$ cat config.mk
export PLATFORM = sky130hd
export DESIGN_NAME = top_k_min_heap_core
export DESIGN_NICKNAME = d
export VERILOG_FILES = /design/src/rtl/core/tkmh_pkg.sv /design/src/rtl/core/top_k_min_heap_core.sv /design/src/rtl/core/tkmh_store.sv /design/src/rtl/core/tkmh_ctrl.sv
export SDC_FILE = /design/constraint.sdc
export NUM_CORES = 2
export LEC_CHECK = 0
export BUFFER_PORTS_ARGS = -buffer_cell sky130_fd_sc_hd__buf_2
export CAP_MARGIN = 30
export CORE_UTILIZATION = 45
export CTS_CLUSTER_SIZE = 12
export DETAILED_ROUTE_END_ITERATION = 8
export HOLD_SLACK_MARGIN = 0.05
export PLACE_DENSITY_LB_ADDON = 0.08
export SYNTH_ARGS = -nofsm -noshare
export SYNTH_HDL_FRONTEND = slang
export SYNTH_SLANG_ARGS = --single-unit
export TNS_END_PERCENT = 20
$ cat constraint.sdc
create_clock -name clk -period 7.5 [get_ports clk]
set_input_delay 0.75 -clock clk [delete_from_list [all_inputs] [get_ports clk]]
set_output_delay 0.75 -clock clk [all_outputs]
set_load 0.05 [all_outputs]
$ cat src/rtl/core/tkmh_pkg.sv
`timescale 1ns / 1ps
// Package for the top-k min-heap core: entry and payload types, codes and
// the controller state type. Has no dependencies.
package tkmh_pkg;

  localparam int HEAP_DEPTH_DEF = 32;
  localparam int WORD_W         = 16;
  localparam int COUNT_W        = 32;
  localparam int SIZE_W         = 6;
  localparam int ADDR_W         = 6;
  localparam logic [SIZE_W-1:0] SIZE_RESET = 6'd32;

  localparam logic OP_REPLACE = 1'b0;
  localparam logic OP_SORT    = 1'b1;

  typedef struct packed {
    logic               opcode;
    logic [WORD_W-1:0]  new_word_id;
    logic [COUNT_W-1:0] new_count;
  } in_item_t;

  typedef struct packed {
    logic [WORD_W-1:0]  word_id;
    logic [COUNT_W-1:0] count;
    logic               occupied;
    logic               last;
  } out_item_t;

  typedef struct packed {
    logic               used;
    logic [WORD_W-1:0]  word;
    logic [COUNT_W-1:0] count;
  } entry_t;

  typedef struct packed {
    logic [ADDR_W-1:0] rd_a;
    logic [ADDR_W-1:0] rd_b;
    logic              wr_en;
    logic [ADDR_W-1:0] wr_addr;
    entry_t            wr_data;
  } mem_req_t;

  typedef enum logic [3:0] {
    ST_IDLE,
    ST_SIFT_RD,
    ST_SIFT_CMP,
    ST_SORT_RD,
    ST_SORT_SWAP,
    ST_ROOT_RD,
    ST_ROOT_OUT,
    ST_EMIT_RD,
    ST_EMIT_OUT
  } state_t;

endpackage

$ cat src/rtl/core/top_k_min_heap_core.sv
`timescale 1ns / 1ps
// Top level of the top-k min-heap core: entry store plus controller.
// Depends on tkmh_pkg, tkmh_store and tkmh_ctrl.
//
// A binary min-heap of word counts held in a two-read, one-write entry store
// with registered read ports; every entry is empty with count 0 after reset.
// A replace transfer (opcode 0) overwrites the root and sifts it down; each
// heap level reads both children, then compares and writes back one entry,
// and the transfer gives one result. A sort transfer (opcode 1) runs an
// in-place heapsort over the k active entries, one sift-down per removed
// root, then emits all k entries in descending count order, the last
// flagged; the sift loop on the store's ports sets the cost of the sort.
// The active size register may be written only while the core is idle.
module top_k_min_heap_core #(
  parameter int HEAP_DEPTH = tkmh_pkg::HEAP_DEPTH_DEF
) (
  input  logic                        clk,
  input  logic                        rst_n,
  input  logic                        in_valid,
  output logic                        in_stall,
  input  tkmh_pkg::in_item_t          in_data,
  output logic                        out_valid,
  input  logic                        out_stall,
  output tkmh_pkg::out_item_t         out_data,
  input  logic                        cfg_valid,
  output logic                        cfg_ready,
  input  logic [tkmh_pkg::SIZE_W-1:0] cfg_active_size
);

  tkmh_pkg::mem_req_t req;
  tkmh_pkg::entry_t   rd_data_a;
  tkmh_pkg::entry_t   rd_data_b;

  tkmh_store #(
    .HEAP_DEPTH(HEAP_DEPTH)
  ) u_store (
    .clk       (clk),
    .rst_n     (rst_n),
    .req       (req),
    .rd_data_a (rd_data_a),
    .rd_data_b (rd_data_b)
  );

  tkmh_ctrl #(
    .HEAP_DEPTH(HEAP_DEPTH)
  ) u_ctrl (
    .clk             (clk),
    .rst_n           (rst_n),
    .in_valid        (in_valid),
    .in_stall        (in_stall),
    .in_data         (in_data),
    .out_valid       (out_valid),
    .out_stall       (out_stall),
    .out_data        (out_data),
    .cfg_valid       (cfg_valid),
    .cfg_ready       (cfg_ready),
    .cfg_active_size (cfg_active_size),
    .req             (req),
    .rd_data_a       (rd_data_a),
    .rd_data_b       (rd_data_b)
  );

endmodule

$ cat src/rtl/core/tkmh_store.sv
`timescale 1ns / 1ps
// Heap entry store: one write port and two registered read ports, with a
// written flag per entry so that unwritten entries read as empty after reset.
// Depends on tkmh_pkg.
module tkmh_store #(
  parameter int HEAP_DEPTH = tkmh_pkg::HEAP_DEPTH_DEF
) (
  input  logic              clk,
  input  logic              rst_n,
  input  tkmh_pkg::mem_req_t req,
  output tkmh_pkg::entry_t  rd_data_a,
  output tkmh_pkg::entry_t  rd_data_b
);

  localparam int IW = (HEAP_DEPTH > 1) ? $clog2(HEAP_DEPTH) : 1;

  tkmh_pkg::entry_t mem_r [HEAP_DEPTH];
  logic [HEAP_DEPTH-1:0] filled_r;
  tkmh_pkg::entry_t rd_a_r;
  tkmh_pkg::entry_t rd_b_r;
  logic rd_a_ok_r;
  logic rd_b_ok_r;

  always_ff @(posedge clk) begin
    if (req.wr_en) begin
      mem_r[req.wr_addr[IW-1:0]] <= req.wr_data;
    end
    rd_a_r    <= mem_r[req.rd_a[IW-1:0]];
    rd_b_r    <= mem_r[req.rd_b[IW-1:0]];
    rd_a_ok_r <= filled_r[req.rd_a[IW-1:0]];
    rd_b_ok_r <= filled_r[req.rd_b[IW-1:0]];
  end

  always_ff @(posedge clk) begin
    if (!rst_n) begin
      filled_r <= '0;
    end else if (req.wr_en) begin
      filled_r[req.wr_addr[IW-1:0]] <= 1'b1;
    end
  end

  assign rd_data_a = rd_a_ok_r ? rd_a_r : '0;
  assign rd_data_b = rd_b_ok_r ? rd_b_r : '0;

endmodule

$ cat src/rtl/core/tkmh_ctrl.sv
`timescale 1ns / 1ps
// Heap controller: sift-down and heapsort sequencer, size register and the
// output register. Drives the entry store. Depends on tkmh_pkg.
module tkmh_ctrl #(
  parameter int HEAP_DEPTH = tkmh_pkg::HEAP_DEPTH_DEF
) (
  input  logic                          clk,
  input  logic                          rst_n,
  input  logic                          in_valid,
  output logic                          in_stall,
  input  tkmh_pkg::in_item_t            in_data,
  output logic                          out_valid,
  input  logic                          out_stall,
  output tkmh_pkg::out_item_t           out_data,
  input  logic                          cfg_valid,
  output logic                          cfg_ready,
  input  logic [tkmh_pkg::SIZE_W-1:0]   cfg_active_size,
  output tkmh_pkg::mem_req_t            req,
  input  tkmh_pkg::entry_t              rd_data_a,
  input  tkmh_pkg::entry_t              rd_data_b
);

  localparam int IW = (HEAP_DEPTH > 1) ? $clog2(HEAP_DEPTH) : 1;
  localparam int NW = IW + 1;
  localparam int CW = IW + 2;
  localparam int SW = tkmh_pkg::SIZE_W;

  tkmh_pkg::state_t state_r, state_nxt;
  logic [SW-1:0]    size_r;
  tkmh_pkg::entry_t held_r;
  logic [IW-1:0]    t_r;
  logic [IW-1:0]    top_r;
  logic [IW-1:0]    j_r;
  logic [IW-1:0]    e_r;
  logic [IW-1:0]    last_idx_r;
  logic             sort_mode_r;
  logic             out_valid_r;
  tkmh_pkg::out_item_t out_item_r;

  logic [SW:0]    size_clamp;
  logic [NW-1:0]  n_eff;
  logic [NW-1:0]  n_m1;
  logic [IW-1:0]  last_idx;
  logic           in_xfer;
  logic [CW-1:0]  left_idx;
  logic [CW-1:0]  right_idx;
  logic           left_ok;
  logic           right_ok;
  logic           cand_left;
  logic [tkmh_pkg::COUNT_W-1:0] cand_count;
  logic           pick_right;
  logic           move;
  tkmh_pkg::entry_t win_entry;
  logic [IW-1:0]  win_idx;
  logic           sift_done;
  logic           can_load;
  logic           out_load;
  logic           out_last;

  always_comb begin
    if (size_r == '0) begin
      size_clamp = (SW+1)'(1);
    end else if ({1'b0, size_r} > (SW+1)'(HEAP_DEPTH)) begin
      size_clamp = (SW+1)'(HEAP_DEPTH);
    end else begin
      size_clamp = {1'b0, size_r};
    end
    n_eff    = size_clamp[NW-1:0];
    n_m1     = n_eff - NW'(1);
    last_idx = n_m1[IW-1:0];
  end

  assign in_xfer   = in_valid && !in_stall;
  assign cfg_ready = 1'b1;
  assign can_load  = !out_valid_r || !out_stall;

  always_comb begin
    left_idx   = {1'b0, t_r, 1'b1};
    right_idx  = left_idx + CW'(1);
    left_ok    = left_idx <= CW'(top_r);
    right_ok   = right_idx <= CW'(top_r);
    cand_left  = rd_data_a.count < held_r.count;
    cand_count = cand_left ? rd_data_a.count : held_r.count;
    pick_right = right_ok && !(cand_count < rd_data_b.count);
    move       = pick_right || cand_left;
    win_entry  = pick_right ? rd_data_b : rd_data_a;
    win_idx    = pick_right ? right_idx[IW-1:0] : left_idx[IW-1:0];
    sift_done  = ((state_r == tkmh_pkg::ST_SIFT_RD) && !left_ok) ||
                 ((state_r == tkmh_pkg::ST_SIFT_CMP) && !move);
  end

  always_comb begin
    state_nxt = state_r;
    case (state_r)
      tkmh_pkg::ST_IDLE: begin
        if (in_valid) begin
          if (in_data.opcode == tkmh_pkg::OP_REPLACE) begin
            state_nxt = tkmh_pkg::ST_SIFT_RD;
          end else if (last_idx == '0) begin
            state_nxt = tkmh_pkg::ST_EMIT_RD;
          end else begin
            state_nxt = tkmh_pkg::ST_SORT_RD;
          end
        end
      end
      tkmh_pkg::ST_SIFT_RD, tkmh_pkg::ST_SIFT_CMP: begin
        if (sift_done) begin
          if (!sort_mode_r) begin
            state_nxt = tkmh_pkg::ST_ROOT_RD;
          end else if (j_r == IW'(1)) begin
            state_nxt = tkmh_pkg::ST_EMIT_RD;
          end else begin
            state_nxt = tkmh_pkg::ST_SORT_RD;
          end
        end else if (state_r == tkmh_pkg::ST_SIFT_RD) begin
          state_nxt = tkmh_pkg::ST_SIFT_CMP;
        end else begin
          state_nxt = tkmh_pkg::ST_SIFT_RD;
        end
      end
      tkmh_pkg::ST_SORT_RD: begin
        state_nxt = tkmh_pkg::ST_SORT_SWAP;
      end
      tkmh_pkg::ST_SORT_SWAP: begin
        state_nxt = tkmh_pkg::ST_SIFT_RD;
      end
      tkmh_pkg::ST_ROOT_RD: begin
        state_nxt = tkmh_pkg::ST_ROOT_OUT;
      end
      tkmh_pkg::ST_ROOT_OUT: begin
        if (can_load) begin
          state_nxt = tkmh_pkg::ST_IDLE;
        end
      end
      tkmh_pkg::ST_EMIT_RD: begin
        state_nxt = tkmh_pkg::ST_EMIT_OUT;
      end
      tkmh_pkg::ST_EMIT_OUT: begin
        if (can_load) begin
          state_nxt = (e_r == last_idx_r) ? tkmh_pkg::ST_IDLE : tkmh_pkg::ST_EMIT_RD;
        end
      end
      default: begin
        state_nxt = tkmh_pkg::ST_IDLE;
      end
    endcase
  end

  always_comb begin
    req      = '0;
    in_stall = 1'b1;
    out_load = 1'b0;
    out_last = 1'b0;
    case (state_r)
      tkmh_pkg::ST_IDLE: begin
        in_stall = 1'b0;
      end
      tkmh_pkg::ST_SIFT_RD: begin
        req.rd_a = tkmh_pkg::ADDR_W'(left_idx[IW-1:0]);
        req.rd_b = tkmh_pkg::ADDR_W'(right_idx[IW-1:0]);
        if (!left_ok) begin
          req.wr_en   = 1'b1;
          req.wr_addr = tkmh_pkg::ADDR_W'(t_r);
          req.wr_data = held_r;
        end
      end
      tkmh_pkg::ST_SIFT_CMP: begin
        req.wr_en   = 1'b1;
        req.wr_addr = tkmh_pkg::ADDR_W'(t_r);
        req.wr_data = move ? win_entry : held_r;
      end
      tkmh_pkg::ST_SORT_RD: begin
        req.rd_b = tkmh_pkg::ADDR_W'(j_r);
      end
      tkmh_pkg::ST_SORT_SWAP: begin
        req.wr_en   = 1'b1;
        req.wr_addr = tkmh_pkg::ADDR_W'(j_r);
        req.wr_data = rd_data_a;
      end
      tkmh_pkg::ST_ROOT_RD: begin
      end
      tkmh_pkg::ST_ROOT_OUT: begin
        out_load = can_load;
        out_last = 1'b1;
      end
      tkmh_pkg::ST_EMIT_RD, tkmh_pkg::ST_EMIT_OUT: begin
        req.rd_a = tkmh_pkg::ADDR_W'(e_r);
        out_load = (state_r == tkmh_pkg::ST_EMIT_OUT) && can_load;
        out_last = e_r == last_idx_r;
      end
      default: begin
      end
    endcase
  end

  always_ff @(posedge clk) begin
    if (!rst_n) begin
      state_r     <= tkmh_pkg::ST_IDLE;
      size_r      <= tkmh_pkg::SIZE_RESET;
      out_valid_r <= 1'b0;
    end else begin
      state_r <= state_nxt;
      if (cfg_valid && cfg_ready) begin
        size_r <= cfg_active_size;
      end
      if (out_load) begin
        out_valid_r <= 1'b1;
      end else if (!out_stall) begin
        out_valid_r <= 1'b0;
      end
    end
  end

  always_ff @(posedge clk) begin
    if (in_xfer) begin
      held_r      <= '{used: 1'b1, word: in_data.new_word_id, count: in_data.new_count};
      t_r         <= '0;
      top_r       <= last_idx;
      j_r         <= last_idx;
      last_idx_r  <= last_idx;
      e_r         <= '0;
      sort_mode_r <= in_data.opcode == tkmh_pkg::OP_SORT;
    end
    if ((state_r == tkmh_pkg::ST_SIFT_CMP) && move) begin
      t_r <= win_idx;
    end
    if (state_r == tkmh_pkg::ST_SORT_SWAP) begin
      held_r <= rd_data_b;
      t_r    <= '0;
      top_r  <= j_r - IW'(1);
    end
    if (sift_done && sort_mode_r) begin
      j_r <= j_r - IW'(1);
    end
    if ((state_r == tkmh_pkg::ST_EMIT_OUT) && can_load) begin
      e_r <= e_r + IW'(1);
    end
    if (out_load) begin
      out_item_r <= '{word_id: rd_data_a.word, count: rd_data_a.count,
                      occupied: rd_data_a.used, last: out_last};
    end
  end

  assign out_valid = out_valid_r;
  assign out_data  = out_item_r;

endmodule

==> results.py <==
metrics = {
    "critical_path": {
        "critPathBufInv": 6,
        "path_delay_family": "compound AO/OA/AOI/OAI gates",
        "worstSetupStartpointType": "register",
        "cp-end-kind": "register",
        "critPathMaxFanout": 34,
        "cpMostUsedCell": "buf_4",
        "critPathMaxStageDelay_ns": 0.70,
        "critPathKind": "reg2reg",
        "cp.arrival_ns": 7.49,
        "worstPathCellList": "nand2_1 -> inv_1 -> ha_1 -> and4_1 -> o2111ai_1 -> nor3_1 -> nor4b_1 -> buf_4 -> o211a_2 -> buf_4 -> mux2_2 -> ha_1 -> a211oi_1 -> o21ai_0 -> nand2_1 -> a21oi_1 -> o31a_1 -> o32ai_4 -> buf_12 -> buf_4 -> nand2_1 -> o221ai_2 -> buf_4",
        "worst_ep_required_time_ns": 8.12,
        "cpMaxStageDelayCell": "o32ai_4",
    },
    "clocking": {
        "clk_pin_slew_ns": 0.07,
        "clk_latency_ns": 0.87,
        "cts_tree": "built",
        "clkSinkCount": 1836,
        "post_cts_buffers": 0,
        "cts_buffer_depth": 3,
        "cts_max_level": 4,
        "clockRootBuffer": "clkbuf_16",
        "cts_buffers": 193,
        "cts_hold_buffers": 1,
        "cts_resized": 0,
    },
    "floorplanning": {
        "die_h_um": 448,
        "die_w_um": 448,
        "start_util_pct": 45.3,
        "dieArea_um2": 201000,
        "core_um2": 198000,
        "row_count": 163,
        "pin_count": 113,
    },
    "synth": {
        "ys_types": 63,
        "syn_avg_cell_area_um2": 9.89,
        "synthFlopType": "edfxtp_1",
        "synth-seq-cells": 1836,
        "synth_fp_nets": 9187,
        "ys_warn_count": 0,
        "synth_edf_count": 1688,
        "ys_seq_area_share_pct": 59.9,
        "syn_inst": 9053,
        "async_reset_ff_share_pct": 0,
        "syn-cell-area_um2": 89600,
    },
    "finish": {
        "nets": 8998,
        "drive_above_1_share_pct": 8.29,
        "multiInputGateArea_um2": 33100,
        "layout.cells.most_common": "nand2_1",
        "area_growth_pct": 12.0,
        "final_cell_mix": "nand2_1, edfxtp_1, nand3_1",
        "regArea_um2": 53700,
        "fillers": 17400,
    },
    "sta": {
        "layout_setup_ws_ns": 0.633,
        "clock_skew_ns": 0.0433,
        "tightest_slew_ns": 1.15,
        "period_share_pct": 91.6,
        "drv_slew": 0,
        "fmax_ghz": 0.146,
        "setup_violations": 0,
        "rsz0062_at_grt": "no",
        "tns_ns": 0,
        "hold_viol": 0,
        "relSlewSlack_pct": 23.3,
        "period_needed_ns": 6.87,
    },
    "outcome": {
        "outcome": "completed",
    },
    "detailed_routing": {
        "antenna_left": 0,
        "wirelength_mm": 340,
        "drc": 0,
        "via_per_inst": 6.41,
        "drtPass1Iterations": 8,
        "drtIter0Drc": 10800,
        "wl_per_cell_um": 29.2,
        "vias": 74900,
    },
    "power_and_ir_drop": {
        "p_leak_nw": 37.5,
        "power_density_nw_per_um2": 318,
        "irDropWorstVdd_mv": 0.304,
        "power_mw": 31.9,
    },
    "placed_design": {
        "dp_slack_ns": 0.620,
        "gp_congestion": 0.903,
        "port_buffers": 111,
        "place_hpwl_mm": 180,
    },
    "global_route": {
        "overflow": 0,
        "grt_pass1_vias": 70000,
        "gr-usage-met1_pct": 46.1,
        "grt_start_max_net_pins": 165,
        "busiest_layer": "met2",
        "use_met3_pct": 6.59,
        "use_met2_pct": 50.7,
        "grt_pass1_wl_mm": 485,
        "grt_usage_pct": 33.1,
        "antenna_found_initial": 14,
    },
    "job": {
        "drv_cap": 0,
    },
    "min_path": {
        "worstHoldPathType": "in2reg",
    },
}
[power breakdown]
part	switching [mW]	total [mW]	internal (mW)	leakage, nW
Combinational	6.74	9.55	2.80	17.7
Sequential	0.361	12.8	12.5	16.8
Clock	4.15	9.57	5.42	3.05
[routing by layer]
metal | wire, um | share of wire [%] | vias to the layer above
met4 | 13200 | 3.9 | 6
met5 | 44 | 0.013 | -
met2 | 151000 | 44 | 4818
li1 | - | - | 32400
met1 | 137000 | 40 | 36900
met3 | 38900 | 11 | 719
[cell type report]
| type | count | area share [%] |
|---|---|---|
| Antenna cell | 5 | 0.0125 |
| Clock buffer | 291 | 5.44 |
| Clock inverter | 71 | 0.776 |
| Inverter | 103 | 0.385 |
| Multi-Input combinational cell | 6362 | 33.0 |
| Sequential cell | 1836 | 53.5 |
| Tap cell | 2640 | 3.29 |
| Timing Repair Buffer | 368 | 3.60 |
[cells by family (layout without fill, tap and decap cells)]
logic type | count (synthesis) | in the layout | share of synthesized area, %
muxes | 24 | 24 | 0.272
adders and majority gates | 74 | 74 | 1.03
DFF | 1836 | 1836 | 59.9
and+or+nand+nor | 4882 | 4882 | 23.2
other | 1 | 6 | 0.00419
xor gates and xnor gates | 16 | 16 | 0.156
buffers and inverters | 855 | 833 | 3.94
AOI/OAI and AO/OA | 1365 | 1365 | 11.4
[final timing paths]
| kind | startpoint | end | slack, ns | cells past startpoint |
|---|---|---|---|---|
| max | u_store.rd_a_ok_r | u_store.mem_r[30][19] | 0.63 | 23 |
| min | cfg_active_size[5] | u_ctrl.size_r[5] | 0.12 | 3 |
| max reg2reg | u_store.rd_a_ok_r | u_store.mem_r[30][19] | 0.63 | 23 |
| min reg2reg | u_store.filled_r[15] | u_store.filled_r[15] | 0.49 | 1 |
[metrics by stage]
stage / utilization, % / hold slack [ns] / cells / cell area, um^2
5_1_grt: 50.8 / 0.100 / 11700 / 100000
6_report: 50.8 / 0.120 / 11700 / 100000
4_1_cts: 50.7 / 0.0632 / 11700 / 100000
2_1_floorplan: - / 0.462 / 9053 / 89600
3_3_place_gp: 47.3 / 0.472 / 11300 / 93500
3_5_place_dp: 47.6 / 0.477 / 11300 / 94100
[registers in the layout (all words and copies together) (netlist names), 4 cells and up]
name,count
u_store.rd_a_r,49
u_ctrl.t_r,5
u_store.rd_b_r,49
u_store.mem_r,1568
u_ctrl.top_r,5
u_store.filled_r,32
u_ctrl.state_r,4
u_ctrl.j_r,5
u_ctrl.last_idx_r,5
u_ctrl.held_r,49
u_ctrl.size_r,6
u_ctrl.e_r,5
u_ctrl.out_data,50
[tightest hold or removal path, delay by kind of cell]
family                 cells  cell delay (ns)
muxes                      1             0.06
and+or+nand+nor            1             0.06
buffers and inverters      1             0.08
[cells in the mapped netlist, types with 74 or more instances]
master	n	area, um^2
a311oi_1	502	4400
a211oi_1	156	1170
clkbuf_1	478	1790
edfxtp_1	1688	50700
nand2_1	3438	12900
a31oi_1	204	1280
o21ai_0	115	576
a21oi_1	89	445
buf_2	226	1130
dfxtp_1	148	2960
inv_1	103	387
ha_1	74	926
nand3_1	767	3840
and3_1	506	3170
Note: power is estimated with default switching activity, not from simulation.
